**src/hw/rtl/frma_pkg.sv**
```systemverilog
// ----------------------------------------------------------------------------
// frma_pkg: shared types and constants of the frame RMS level meter
// Field widths, the controller/datapath command and status structs.
// ----------------------------------------------------------------------------
package frma_pkg;

    localparam int SAMPLE_W = 16;
    localparam int LEVEL_W  = 16;
    localparam int OFFSET_W = 15;
    localparam int SUM_W    = 44;
    localparam int ROOT_W   = 22;

    // Controller to datapath commands
    typedef struct packed {
        logic accumulate;
        logic div_start;
        logic div_step;
        logic sqrt_start;
        logic sqrt_step;
        logic ring_update;
        logic avg_start;
        logic avg_step;
        logic out_load;
    } frma_cmd_t;

    // Datapath to controller status
    typedef struct packed {
        logic frame_close;
        logic div_done;
        logic sqrt_done;
        logic avg_done;
    } frma_status_t;

endpackage

```
**src/hw/rtl/frma_ctrl.sv**
```systemverilog
// ----------------------------------------------------------------------------
// frma_ctrl: sequencer of the level meter
// Steps accumulate, divide, square root, ring update, average and output.
// ----------------------------------------------------------------------------
module frma_ctrl (
    input  logic                  aclk,
    input  logic                  aresetn,
    input  logic                  s_tvalid,
    output logic                  s_tready,
    input  logic                  out_busy,
    input  frma_pkg::frma_status_t status,
    output frma_pkg::frma_cmd_t   cmd
);
    import frma_pkg::*;

    typedef enum logic [6:0] {
        ST_IDLE = 7'b0000001,
        ST_CHK  = 7'b0000010,
        ST_DIV  = 7'b0000100,
        ST_SQRT = 7'b0001000,
        ST_RING = 7'b0010000,
        ST_AVG  = 7'b0100000,
        ST_OUT  = 7'b1000000
    } state_t;

    state_t state_reg, state_next;

    always_ff @(posedge aclk) begin
        if (!aresetn) begin
            state_reg <= ST_IDLE;
        end else begin
            state_reg <= state_next;
        end
    end

    assign s_tready = (state_reg == ST_IDLE);

    // Next state and commands
    always_comb begin
        state_next = state_reg;
        cmd        = '0;
        case (state_reg)
            ST_IDLE: begin
                if (s_tvalid) begin
                    cmd.accumulate = 1'b1;
                    state_next = ST_CHK;
                end
            end
            ST_CHK: begin
                if (status.frame_close) begin
                    cmd.div_start = 1'b1;
                    state_next = ST_DIV;
                end else begin
                    state_next = ST_IDLE;
                end
            end
            ST_DIV: begin
                if (status.div_done) begin
                    cmd.sqrt_start = 1'b1;
                    state_next = ST_SQRT;
                end else begin
                    cmd.div_step = 1'b1;
                end
            end
            ST_SQRT: begin
                if (status.sqrt_done) begin
                    state_next = ST_RING;
                end else begin
                    cmd.sqrt_step = 1'b1;
                end
            end
            ST_RING: begin
                cmd.ring_update = 1'b1;
                cmd.avg_start   = 1'b1;
                state_next = ST_AVG;
            end
            ST_AVG: begin
                if (status.avg_done) begin
                    state_next = ST_OUT;
                end else begin
                    cmd.avg_step = 1'b1;
                end
            end
            ST_OUT: begin
                if (!out_busy) begin
                    cmd.out_load = 1'b1;
                    state_next = ST_IDLE;
                end
            end
            default: state_next = ST_IDLE;
        endcase
    end

endmodule

```
**src/hw/rtl/frma_datapath.sv**
```systemverilog
// ----------------------------------------------------------------------------
// frma_datapath: arithmetic of the level meter
// Square accumulator, restoring divider, digit square root, level ring,
// average divider and output register.
// ----------------------------------------------------------------------------
module frma_datapath #(
    parameter int AVG_DEPTH = 16,
    parameter int FRAME_MAX = 512
) (
    input  logic                           aclk,
    input  logic                           aresetn,
    input  logic signed [frma_pkg::SAMPLE_W-1:0] in_sample,
    input  logic                           in_last,
    input  logic [frma_pkg::OFFSET_W-1:0]  dc_offset,
    input  frma_pkg::frma_cmd_t            cmd,
    output frma_pkg::frma_status_t         status,
    input  logic                           m_tready,
    output logic                           m_tvalid,
    output logic [55:0]                    m_tdata,
    output logic                           out_busy
);
    import frma_pkg::*;

    localparam int CNT_W  = $clog2(FRAME_MAX + 1);
    localparam int POS_W  = (AVG_DEPTH > 1) ? $clog2(AVG_DEPTH) : 1;
    localparam int FILL_W = $clog2(AVG_DEPTH + 1);
    localparam int TOT_W  = LEVEL_W + $clog2(AVG_DEPTH + 1);
    localparam int DIV_W  = SUM_W;   // quotient bits of the mean divider
    localparam int DSTEP_W = $clog2(DIV_W + 1);
    localparam int SSTEP_W = $clog2(ROOT_W + 1);
    localparam int ASTEP_W = $clog2(TOT_W + 1);

    // Frame accumulator
    logic [SUM_W-1:0] square_sum_reg;
    logic [CNT_W-1:0] count_reg;
    logic             close_reg;
    logic [SAMPLE_W:0] mag;
    logic [2*SAMPLE_W+1:0] mag_sq;
    logic [SUM_W-1:0]  sq;
    logic [CNT_W-1:0]  count_inc;

    assign mag = in_sample[SAMPLE_W-1] ? (SAMPLE_W+1)'(-$signed({in_sample[SAMPLE_W-1],
                 in_sample})) : {1'b0, in_sample};
    assign mag_sq = mag * mag;
    assign sq  = SUM_W'(mag_sq);
    assign count_inc = count_reg + 1'b1;

    always_ff @(posedge aclk) begin
        if (!aresetn) begin
            square_sum_reg <= '0;
            count_reg      <= '0;
            close_reg      <= 1'b0;
        end else if (cmd.accumulate) begin
            square_sum_reg <= square_sum_reg + sq;
            count_reg      <= count_inc;
            close_reg      <= in_last || (32'(count_inc) >= FRAME_MAX);
        end else if (cmd.div_start) begin
            square_sum_reg <= '0;
            count_reg      <= '0;
        end
    end

    // Restoring divider: mean = sum / count, one quotient bit a cycle
    logic [SUM_W-1:0]   dq_reg;
    logic [CNT_W:0]     drem_reg;
    logic [CNT_W-1:0]   dden_reg;
    logic [DSTEP_W-1:0] dstep_reg;
    logic [CNT_W:0]     dtrial;

    assign dtrial = {drem_reg[CNT_W-1:0], dq_reg[SUM_W-1]};

    always_ff @(posedge aclk) begin
        if (cmd.div_start) begin
            dq_reg    <= square_sum_reg;
            drem_reg  <= '0;
            dden_reg  <= count_reg;
            dstep_reg <= '0;
        end else if (cmd.div_step) begin
            if (dtrial >= {1'b0, dden_reg}) begin
                drem_reg <= dtrial - {1'b0, dden_reg};
                dq_reg   <= {dq_reg[SUM_W-2:0], 1'b1};
            end else begin
                drem_reg <= dtrial;
                dq_reg   <= {dq_reg[SUM_W-2:0], 1'b0};
            end
            dstep_reg <= dstep_reg + 1'b1;
        end
    end

    assign status.frame_close = close_reg;
    assign status.div_done    = (32'(dstep_reg) == DIV_W);

    // Digit square root, two radicand bits a cycle
    logic [2*ROOT_W-1:0] srad_reg;
    logic [ROOT_W+1:0]   srem_reg;
    logic [ROOT_W-1:0]   sroot_reg;
    logic [SSTEP_W-1:0]  sstep_reg;
    logic [ROOT_W+1:0]   strial, stest;

    assign strial = {srem_reg[ROOT_W-1:0], srad_reg[2*ROOT_W-1 -: 2]};
    assign stest  = {sroot_reg, 2'b01};

    always_ff @(posedge aclk) begin
        if (cmd.sqrt_start) begin
            srad_reg  <= (2*ROOT_W)'(dq_reg);
            srem_reg  <= '0;
            sroot_reg <= '0;
            sstep_reg <= '0;
        end else if (cmd.sqrt_step) begin
            srad_reg <= {srad_reg[2*ROOT_W-3:0], 2'b00};
            if (strial >= stest) begin
                srem_reg  <= strial - stest;
                sroot_reg <= {sroot_reg[ROOT_W-2:0], 1'b1};
            end else begin
                srem_reg  <= strial;
                sroot_reg <= {sroot_reg[ROOT_W-2:0], 1'b0};
            end
            sstep_reg <= sstep_reg + 1'b1;
        end
    end

    assign status.sqrt_done = (32'(sstep_reg) == ROOT_W);

    // Offset correction
    logic [LEVEL_W-1:0] rms, corrected;
    assign rms       = sroot_reg[LEVEL_W-1:0];
    assign corrected = (rms > LEVEL_W'(dc_offset)) ? rms - LEVEL_W'(dc_offset) : '0;

    // Level ring with valid bits, running total and fill count
    logic [LEVEL_W-1:0] ring_reg [AVG_DEPTH];
    logic [AVG_DEPTH-1:0] ring_valid_reg;
    logic [TOT_W-1:0]   total_reg;
    logic [POS_W-1:0]   pos_reg;
    logic [FILL_W-1:0]  fill_reg;
    logic [LEVEL_W-1:0] old_level;

    assign old_level = ring_valid_reg[pos_reg] ? ring_reg[pos_reg] : '0;

    always_ff @(posedge aclk) begin
        if (cmd.ring_update) begin
            ring_reg[pos_reg] <= corrected;
        end
    end

    always_ff @(posedge aclk) begin
        if (!aresetn) begin
            ring_valid_reg <= '0;
            total_reg      <= '0;
            pos_reg        <= '0;
            fill_reg       <= '0;
        end else if (cmd.ring_update) begin
            ring_valid_reg[pos_reg] <= 1'b1;
            total_reg <= total_reg - TOT_W'(old_level) + TOT_W'(corrected);
            pos_reg   <= (32'(pos_reg) == AVG_DEPTH - 1) ? '0 : pos_reg + 1'b1;
            if (32'(fill_reg) < AVG_DEPTH) begin
                fill_reg <= fill_reg + 1'b1;
            end
        end
    end

    // Average divider: total / fill, one bit a cycle
    logic [TOT_W-1:0]   aq_reg;
    logic [FILL_W:0]    arem_reg;
    logic [ASTEP_W-1:0] astep_reg;
    logic [FILL_W:0]    atrial;
    logic [TOT_W-1:0]   atot;

    assign atot   = total_reg - TOT_W'(old_level) + TOT_W'(corrected);
    assign atrial = {arem_reg[FILL_W-1:0], aq_reg[TOT_W-1]};

    always_ff @(posedge aclk) begin
        if (cmd.avg_start) begin
            aq_reg    <= atot;
            arem_reg  <= '0;
            astep_reg <= '0;
        end else if (cmd.avg_step) begin
            if (atrial >= {1'b0, fill_reg}) begin
                arem_reg <= atrial - {1'b0, fill_reg};
                aq_reg   <= {aq_reg[TOT_W-2:0], 1'b1};
            end else begin
                arem_reg <= atrial;
                aq_reg   <= {aq_reg[TOT_W-2:0], 1'b0};
            end
            astep_reg <= astep_reg + 1'b1;
        end
    end

    assign status.avg_done = (32'(astep_reg) == TOT_W);

    // Output register; corrected level is held from the ring step
    logic [LEVEL_W-1:0] corr_hold_reg;
    logic               out_valid_reg;
    logic [55:0]        out_data_reg;

    always_ff @(posedge aclk) begin
        if (cmd.ring_update) begin
            corr_hold_reg <= corrected;
        end
    end

    always_ff @(posedge aclk) begin
        if (!aresetn) begin
            out_valid_reg <= 1'b0;
        end else if (cmd.out_load) begin
            out_valid_reg <= 1'b1;
        end else if (m_tready) begin
            out_valid_reg <= 1'b0;
        end
    end

    always_ff @(posedge aclk) begin
        if (cmd.out_load) begin
            out_data_reg <= {3'd0, 5'(fill_reg), aq_reg[LEVEL_W-1:0],
                             corr_hold_reg, rms};
        end
    end

    assign m_tvalid = out_valid_reg;
    assign m_tdata  = out_data_reg;
    assign out_busy = out_valid_reg && !m_tready;

endmodule

```
**src/hw/rtl/frame_rms_moving_average_unit.sv**
```systemverilog
// A sample that leaves its frame open is finished after the check state; a closing
// sample shows its result after the check, mean divider, square root, ring step,
// average divider and output load states, in that order.
// A new sample is taken only after the last has passed the check; after a closing
// sample the next one is taken once the result has been loaded into a free register.
// Reset: aresetn synchronous, active low; clears the frame, ring and output.
// ----------------------------------------------------------------------------
// frame_rms_moving_average_unit: frame RMS level meter with moving average
// Streams samples in, emits one level result per closed frame.
// ----------------------------------------------------------------------------
module frame_rms_moving_average_unit #(
    parameter int AVG_DEPTH = 16,
    parameter int FRAME_MAX = 512
) (
    input  logic        aclk,
    input  logic        aresetn,
    input  logic        cfg_we,
    input  logic [14:0] cfg_wdata,
    input  logic        s_tvalid,
    output logic        s_tready,
    input  logic [15:0] s_tdata,   // [15:0] sample
    input  logic        s_tlast,   // last_of_frame
    output logic        m_tvalid,
    input  logic        m_tready,
    output logic [55:0] m_tdata    // [15:0] frame_rms, [31:16] corrected_level,
                                   // [47:32] average_level, [52:48] frames_in_average
);
    import frma_pkg::*;

    frma_cmd_t    cmd;
    frma_status_t status;
    logic         out_busy;
    logic [OFFSET_W-1:0] dc_offset_reg;

    // Offset register
    always_ff @(posedge aclk) begin
        if (!aresetn) begin
            dc_offset_reg <= '0;
        end else if (cfg_we) begin
            dc_offset_reg <= cfg_wdata;
        end
    end

    frma_ctrl u_ctrl (
        .aclk     (aclk),
        .aresetn  (aresetn),
        .s_tvalid (s_tvalid),
        .s_tready (s_tready),
        .out_busy (out_busy),
        .status   (status),
        .cmd      (cmd)
    );

    frma_datapath #(
        .AVG_DEPTH (AVG_DEPTH),
        .FRAME_MAX (FRAME_MAX)
    ) u_datapath (
        .aclk      (aclk),
        .aresetn   (aresetn),
        .in_sample (s_tdata),
        .in_last   (s_tlast),
        .dc_offset (dc_offset_reg),
        .cmd       (cmd),
        .status    (status),
        .m_tready  (m_tready),
        .m_tvalid  (m_tvalid),
        .m_tdata   (m_tdata),
        .out_busy  (out_busy)
    );

endmodule

```
**config.mk**
```make
export PLATFORM = sky130hd
export DESIGN_NAME = frame_rms_moving_average_unit
export DESIGN_NICKNAME = d
export VERILOG_FILES = /design/src/hw/rtl/frma_pkg.sv /design/src/hw/rtl/frma_ctrl.sv /design/src/hw/rtl/frma_datapath.sv /design/src/hw/rtl/frame_rms_moving_average_unit.sv
export SDC_FILE = /design/constraint.sdc
export NUM_CORES = 2
export LEC_CHECK = 0
export BUFFER_PORTS_ARGS = -buffer_cell sky130_fd_sc_hd__buf_2
export CAP_MARGIN = 20
export CORE_MARGIN = 3
export CORE_UTILIZATION = 40
export DETAILED_ROUTE_END_ITERATION = 10
export HOLD_SLACK_MARGIN = 0.15
export MAX_ROUTING_LAYER = met4
export SYNTH_ARGS = -nofsm -noshare
export SYNTH_HDL_FRONTEND = slang
export SYNTH_HIERARCHICAL = 1
export SYNTH_SLANG_ARGS = --single-unit
```
**constraint.sdc**
```tcl
create_clock -name aclk -period 11.1 [get_ports aclk]
set_clock_uncertainty 0.1 [all_clocks]
set_input_delay 0 -clock aclk [delete_from_list [all_inputs] [get_ports aclk]]
set_output_delay 0 -clock aclk [all_outputs]
set_load 0.005 [all_outputs]
```
# Word-level counts from Yosys, hierarchy flattened
# Memory sizes are Yosys's and may differ from the RTL's. A register that Yosys moved wholly into a read port is not among the register bits.
# Index checks and enable logic that the tools add are counted.
dict set report word_totals {
  out_inout_bits 58
  mem_bits_rw 256
  register_bits 387
  rom_bits 0
  mem_count 1
  latch_bits 0
}
dict set report classes {
  mul 1
  n_shift 0
  magnitude_cmp 8
  muxes 51
  n_reduce_logical 11
  addsub 14
  n_eq_ne 16
  div 0
  bitwise_logic 1
}
# memory words width read_ports rd_ports_with_merged_regs wr line_no
set memory_table {}
lappend memory_table {u_datapath.ring_reg 16 16 1 1 1 frma_datapath.sv:130} ;# logic [LEVEL_W-1:0] ring_reg [AVG_DEPTH];
# op n
set op_table {}
lappend op_table {{44-bit 2-to-1 mux} 6}
lappend op_table {{7-bit case mux with 7 select lines} 1}
lappend op_table {{44-bit by 34-bit adder with 44-bit output} 1}
lappend op_table {{21-bit 2-to-1 mux} 2}
lappend op_table {{7-bit 2-to-1 mux} 5}
lappend op_table {{17-bit by 17-bit multiplier with 34-bit output} 1}
lappend op_table {{16-bit 2-to-1 mux} 2}
lappend op_table {{10-bit 2-to-1 mux} 3}
lappend op_table {{24-bit >= comparator} 1}
lappend op_table {{22-bit 2-to-1 mux} 1}
lappend op_table {{22-bit subtractor} 1}
lappend op_table {{21-bit by 16-bit adder with 21-bit output} 1}
lappend op_table {{1-bit 2-to-1 mux} 21}
lappend op_table {{21-bit by 16-bit subtractor with 21-bit output} 1}
lappend op_table {{17-bit 2-to-1 mux} 1}
lappend op_table {{16-bit negator with 17-bit output} 1}
lappend op_table {{16-bit by 15-bit > comparator with 1-bit output} 1}
lappend op_table {{16-bit bitwise OR} 1}
lappend op_table {{16-bit by 15-bit subtractor with 16-bit output} 1}
lappend op_table {{5-bit by 1-bit adder with 5-bit output (second input constant)} 3}
lappend op_table {{4-bit 2-to-1 mux} 3}
lappend op_table {{11-bit by 10-bit >= comparator with 1-bit output} 1}
lappend op_table {{10-bit by 1-bit adder with 10-bit output (second input constant)} 1}
lappend op_table {{5-bit equality test (second input constant)} 2}
lappend op_table {{30 further kinds} 40}

# Depth between registers and ports, before layout
dict set report logic_depth {
  depth_word 6
  ltp_mapped 34
  depth_no_buf 32
}

# Hierarchy
# The synthesis kept the hierarchy.
# module instances area_per_inst_um2 cells_per_inst seq_area_each_um2
set modules_own_cells {}
lappend modules_own_cells {frma_datapath 1 37333.3 3152 16956.3}
lappend modules_own_cells {frame_rms_moving_average_unit 1 579.3 48 300.3}
lappend modules_own_cells {frma_ctrl 1 471.7 59 140.1}

# Least setup slack after synthesis
# No wires, ideal clock.
dict set report synth_timing {
  path_type {input to register}
  from {in s_tdata[0]}
  to {reg u_datapath.square_sum_reg[36]}
  path_stages 32
  setup_slack_ns 3.362
  setup_time_ns 0.116
  arrival_time_ns 7.521
  path_cell_list {inv_1 > clkbuf_1 > ha_1 > nand2b_1 > or3_1 > or4_1 > o41ai_2 > xor2_1 > inv_2 > nand2b_2 > buf_6 > inv_1 > fa_1 > inv_1 > fa_1 > inv_1 > fa_1 > fa_1 > fa_1 > inv_1 > fa_1 > inv_1 > ha_1 > a21oi_1 > o21a_1 > o21ai_0 > inv_1 > or3b_2 > a31o_2 > a31oi_1 > a211oi_1 > a41o_1}
}
dict set report synth_via {
  elab_chain_len 5
}
# element line_no
set synth_rtl {}
lappend synth_rtl {{from (decl)} frame_rms_moving_average_unit.sv:21} ;# input logic [15:0] s_tdata,
lappend synth_rtl {{16-bit negator with 17-bit output} frma_datapath.sv:42} ;# assign mag = in_sample[SAMPLE_W-1] ? (SAMPLE_W+1)'(-$signed({in_sample[SAMPLE_W-1],
lappend synth_rtl {{17-bit 2-to-1 mux (*)} frma_datapath.sv:42}
lappend synth_rtl {{17-bit by 17-bit multiplier with 34-bit output (*)} frma_datapath.sv:44} ;# assign mag_sq = mag * mag;
lappend synth_rtl {{44-bit by 34-bit adder with 44-bit output (*)} frma_datapath.sv:54} ;# square_sum_reg <= square_sum_reg + sq;
lappend synth_rtl {{44-bit 2-to-1 mux (*)} frma_datapath.sv:53} ;# end else if (cmd.accumulate) begin
lappend synth_rtl {{to (signal assigned)} frma_datapath.sv:54}
lappend synth_rtl {{to (decl)} frma_datapath.sv:34} ;# logic [SUM_W-1:0] square_sum_reg;
# Mark *: on every way between the ends. The rest lies on a longest branch, timed or not.
# A chain may end at the register's enable or synchronous reset.

# Final worst setup path
# Same ends and word-level chain as after synthesis.

==> results_dict.tcl <==
set metrics [dict create \
    drv_cap 0 \
    seq_area_frac_synth 0.453 \
    cts_buffers 66 \
    critical_path.slowest_cell "sky130_fd_sc_hd__fa_1" \
    p_leak_nw 17.7 \
    arrival_ns 9.30 \
    worst_slack_on_hold_paths_ns 0.197 \
    power_per_cell_area_mw_per_mm2 288 \
    gpl.final_weighted_congestion 0.854 \
    timing.fmax_mhz 112 \
    min_period_ns 8.91 \
    vdd_drop_max_v 0.000596 \
    drt_drc_violations_left 0 \
    final_min_period_over_clock_period 0.803 \
    clk_path_buf_depth 3 \
    max_stage_delay_ns 0.54 \
    detail_route.iter0.violations 1512 \
    cts_setup_buffers 0 \
    core_region_area_mm2 0.0942 \
    reg2reg_slack_ns 4.42 \
    max_slew.worst_pin.slew_ns 1.13 \
    finalWirelength_mm 84.0 \
    postCtsResizedCells 0 \
    num_io_pins 95 \
    final_cell_area_mm2 0.0433 \
    placementRows 112 \
    yosys_warnings 6 \
    timing.setup.tns_ns 0 \
    status "complete, no violations" \
    dieArea_mm2 0.0997 \
    most_common_cell_after_layout_fill_and_taps_aside "sky130_fd_sc_hd__inv_1" \
    grt_first_pass_wirelength_mm 137 \
    dpl_cell_area_mm2 0.0404 \
    intPower_mw 7.01 \
    die_width_um 316 \
    switchingPower_mw 5.46 \
    clk_pin_slew_worst_paths_ns 0.06 \
    slack_of_the_critical_path_ns 2.19 \
    grt_max_degree 76 \
    synth_cell_types 85 \
    synth_top_flop_cell "sky130_fd_sc_hd__edfxtp_1" \
    largest_reg_flops 256 \
    groute.usage.overall 0.179 \
    post_route_cells_drive_above_1_share 0.131 \
    power.share.combinational 0.615 \
    area_growth_pct 12.8 \
    timing_hold_violations_final 0 \
    chipHeight_um 316 \
    clkSinkCount 647 \
    dpl.hpwl_mm 58.8 \
    rsz0062_at_grt "false" \
    detailroute.via_count 24233 \
    wl_per_cell_um 17.6 \
    antenna_found_initial 1 \
    power_share_of_the_clock_group 0.171 \
    worst_setup_path_start_kind "primary input" \
    start_util 0.408 \
    antenna_left 0 \
    dp_worst_setup_slack_ns 1.66 \
    clock_insertion_delay_worst_skew_ns 0.61 \
    grt_overflow 0 \
    seqPwrFrac 0.214 \
    maxSlewViolCount 0 \
    routed_via_density 5.09 \
    synth_edf_count 444 \
    timing.critical_path.to_type "register" \
    synthesis.area_mm2 0.0384 \
    holdBufCountCts 69 \
    cts_tree "done" \
    cts_root_buffer "sky130_fd_sc_hd__clkbuf_16" \
    slew-limit-headroom 0.244 \
    cts_max_level 3 \
    io_buffer_count 91 \
    synthesis.instances 3259 \
    filler_cell_count 8636 \
    setup.worst_path.class "primary input to register" \
    swShare 0.438 \
    via_count_of_the_first_global_routing_pass 25114 \
    final_nets 3943 \
    detail_route.first_pass.iterations 5 \
    mostFrequentLayoutCells "524 x sky130_fd_sc_hd__inv_1, 444 x sky130_fd_sc_hd__edfxtp_1, 253 x sky130_fd_sc_hd__nor2_1" \
    layout.core_utilization 0.460 \
    largest_fanout_on_the_critical_path 12 \
    worst-endpoint-required_ns 11.49 \
    postSynthRegisterBits 647 \
    timing.final.setup_violations 0 \
    share_of_synthesized_registers_carrying_an_async_set_or_reset 0 \
    worst_hold_path_type "primary input to register" \
    synthesis.area_per_instance_um2 11.8 \
]
-- layout make-up --
cell class / count / area (um^2) / share of cell area
multi-input cells: 2003 / 18700 / 0.432
flip-flops and latches: 647 / 17400 / 0.402
inverters: 531 / 2000 / 0.0461
clock buffers: 82 / 1720 / 0.0398
well taps: 1254 / 1570 / 0.0362
repair buffers: 209 / 1550 / 0.0359
clock inverters: 37 / 338 / 0.00780
diodes: 2 / 5.00 / 0.000116
-- path summary, 6_finish.rpt --
path | depth (start not counted) | endpoint | start
worst max-delay path | 32 | u_datapath/square_sum_reg[36] | s_tdata[0]
worst min-delay path | 5 | u_datapath/m_tvalid | m_tready
worst max register to register | 24 | u_datapath/aq_reg[20] | u_datapath/sroot_reg[0]
worst min register to register | 0 | u_datapath/m_tdata[26] | u_datapath/corr_hold_reg[10]
-- critical path, delay by kind of cell --
| kind | cells | cell delay (ns) |
|---|---|---|
| and+or+nand+nor | 6 | 1.36 |
| AOI/OAI and AO/OA | 7 | 2.13 |
| xor gates and xnor gates | 1 | 0.38 |
| buffers and inverters | 10 | 1.70 |
| adders and majority gates | 8 | 3.72 |
-- cells in the mapped netlist, drive strengths merged (9+ instances only) --
master    n  area share
a211oi   41      0.0080
a21o     58       0.011
a21oi   116       0.015
a31oi    19      0.0031
and2     24      0.0039
and3     31      0.0051
buf      34      0.0048
clkbuf   86      0.0084
dfxtp   203        0.11
edfxtp  444        0.35
fa      240        0.13
ha      208       0.068
inv     528       0.052
mux2    107       0.031
mux2i    76       0.020
mux4     84       0.049
nand2   161       0.016
nand2b   25      0.0041
nand3    30      0.0039
nand4    26      0.0042
nor2    256       0.025
nor2b    47      0.0077
nor3     34      0.0044
o21a     31      0.0061
o21ai    68      0.0089
o21bai   10      0.0020
o31ai    11      0.0022
or3      12      0.0020
or4       9      0.0018
xnor2    77       0.018
xor2     51       0.012
-- metrics by stage --
stage / instances / total power [mW]
final: 4765 / 12.5
after CTS: 4756 / 12.6
after floorplan: 3301 / 8.84
after detailed placement: 4568 / 10.4
after global routing: 4764 / 13.8
after global placement: 4568 / 10.4
-- logic make-up (layout without fill, tap and decap cells) --
logic type | after synthesis | after routing | share of synthesized area
xor gates and xnor gates | 129 | 129 | 0.0298
buffers and inverters | 651 | 859 | 0.0652
other | 2 | 46 | 0.000196
muxes | 267 | 267 | 0.100
DFF | 647 | 647 | 0.453
and+or+nand+nor | 690 | 690 | 0.0849
AOI/OAI and AO/OA | 425 | 425 | 0.0732
adders and majority gates | 448 | 448 | 0.193
-- routing by layer --
| metal | track usage | vias to the layer above | part of all wire |
|---|---|---|---|
| li1 | - | 11549 | - |
| met5 | - | - | 0 |
| met4 | 0.0444 | 0 | 0.022 |
| met2 | 0.289 | 470 | 0.48 |
| met3 | 0.0248 | 116 | 0.045 |
| met1 | 0.239 | 12098 | 0.45 |
-- power by group through the flow --
stage | combinational, mW | sequential [mW] | clock [mW]
after detailed placement | 7.64 | 2.72 | 0
after CTS | 7.71 | 2.67 | 2.20
final | 7.67 | 2.66 | 2.14
after floorplan | 6.15 | 2.70 | 0
after global routing | 8.83 | 2.67 | 2.30
after global placement | 7.64 | 2.72 | 0
(Power assumes the default switching activity.)
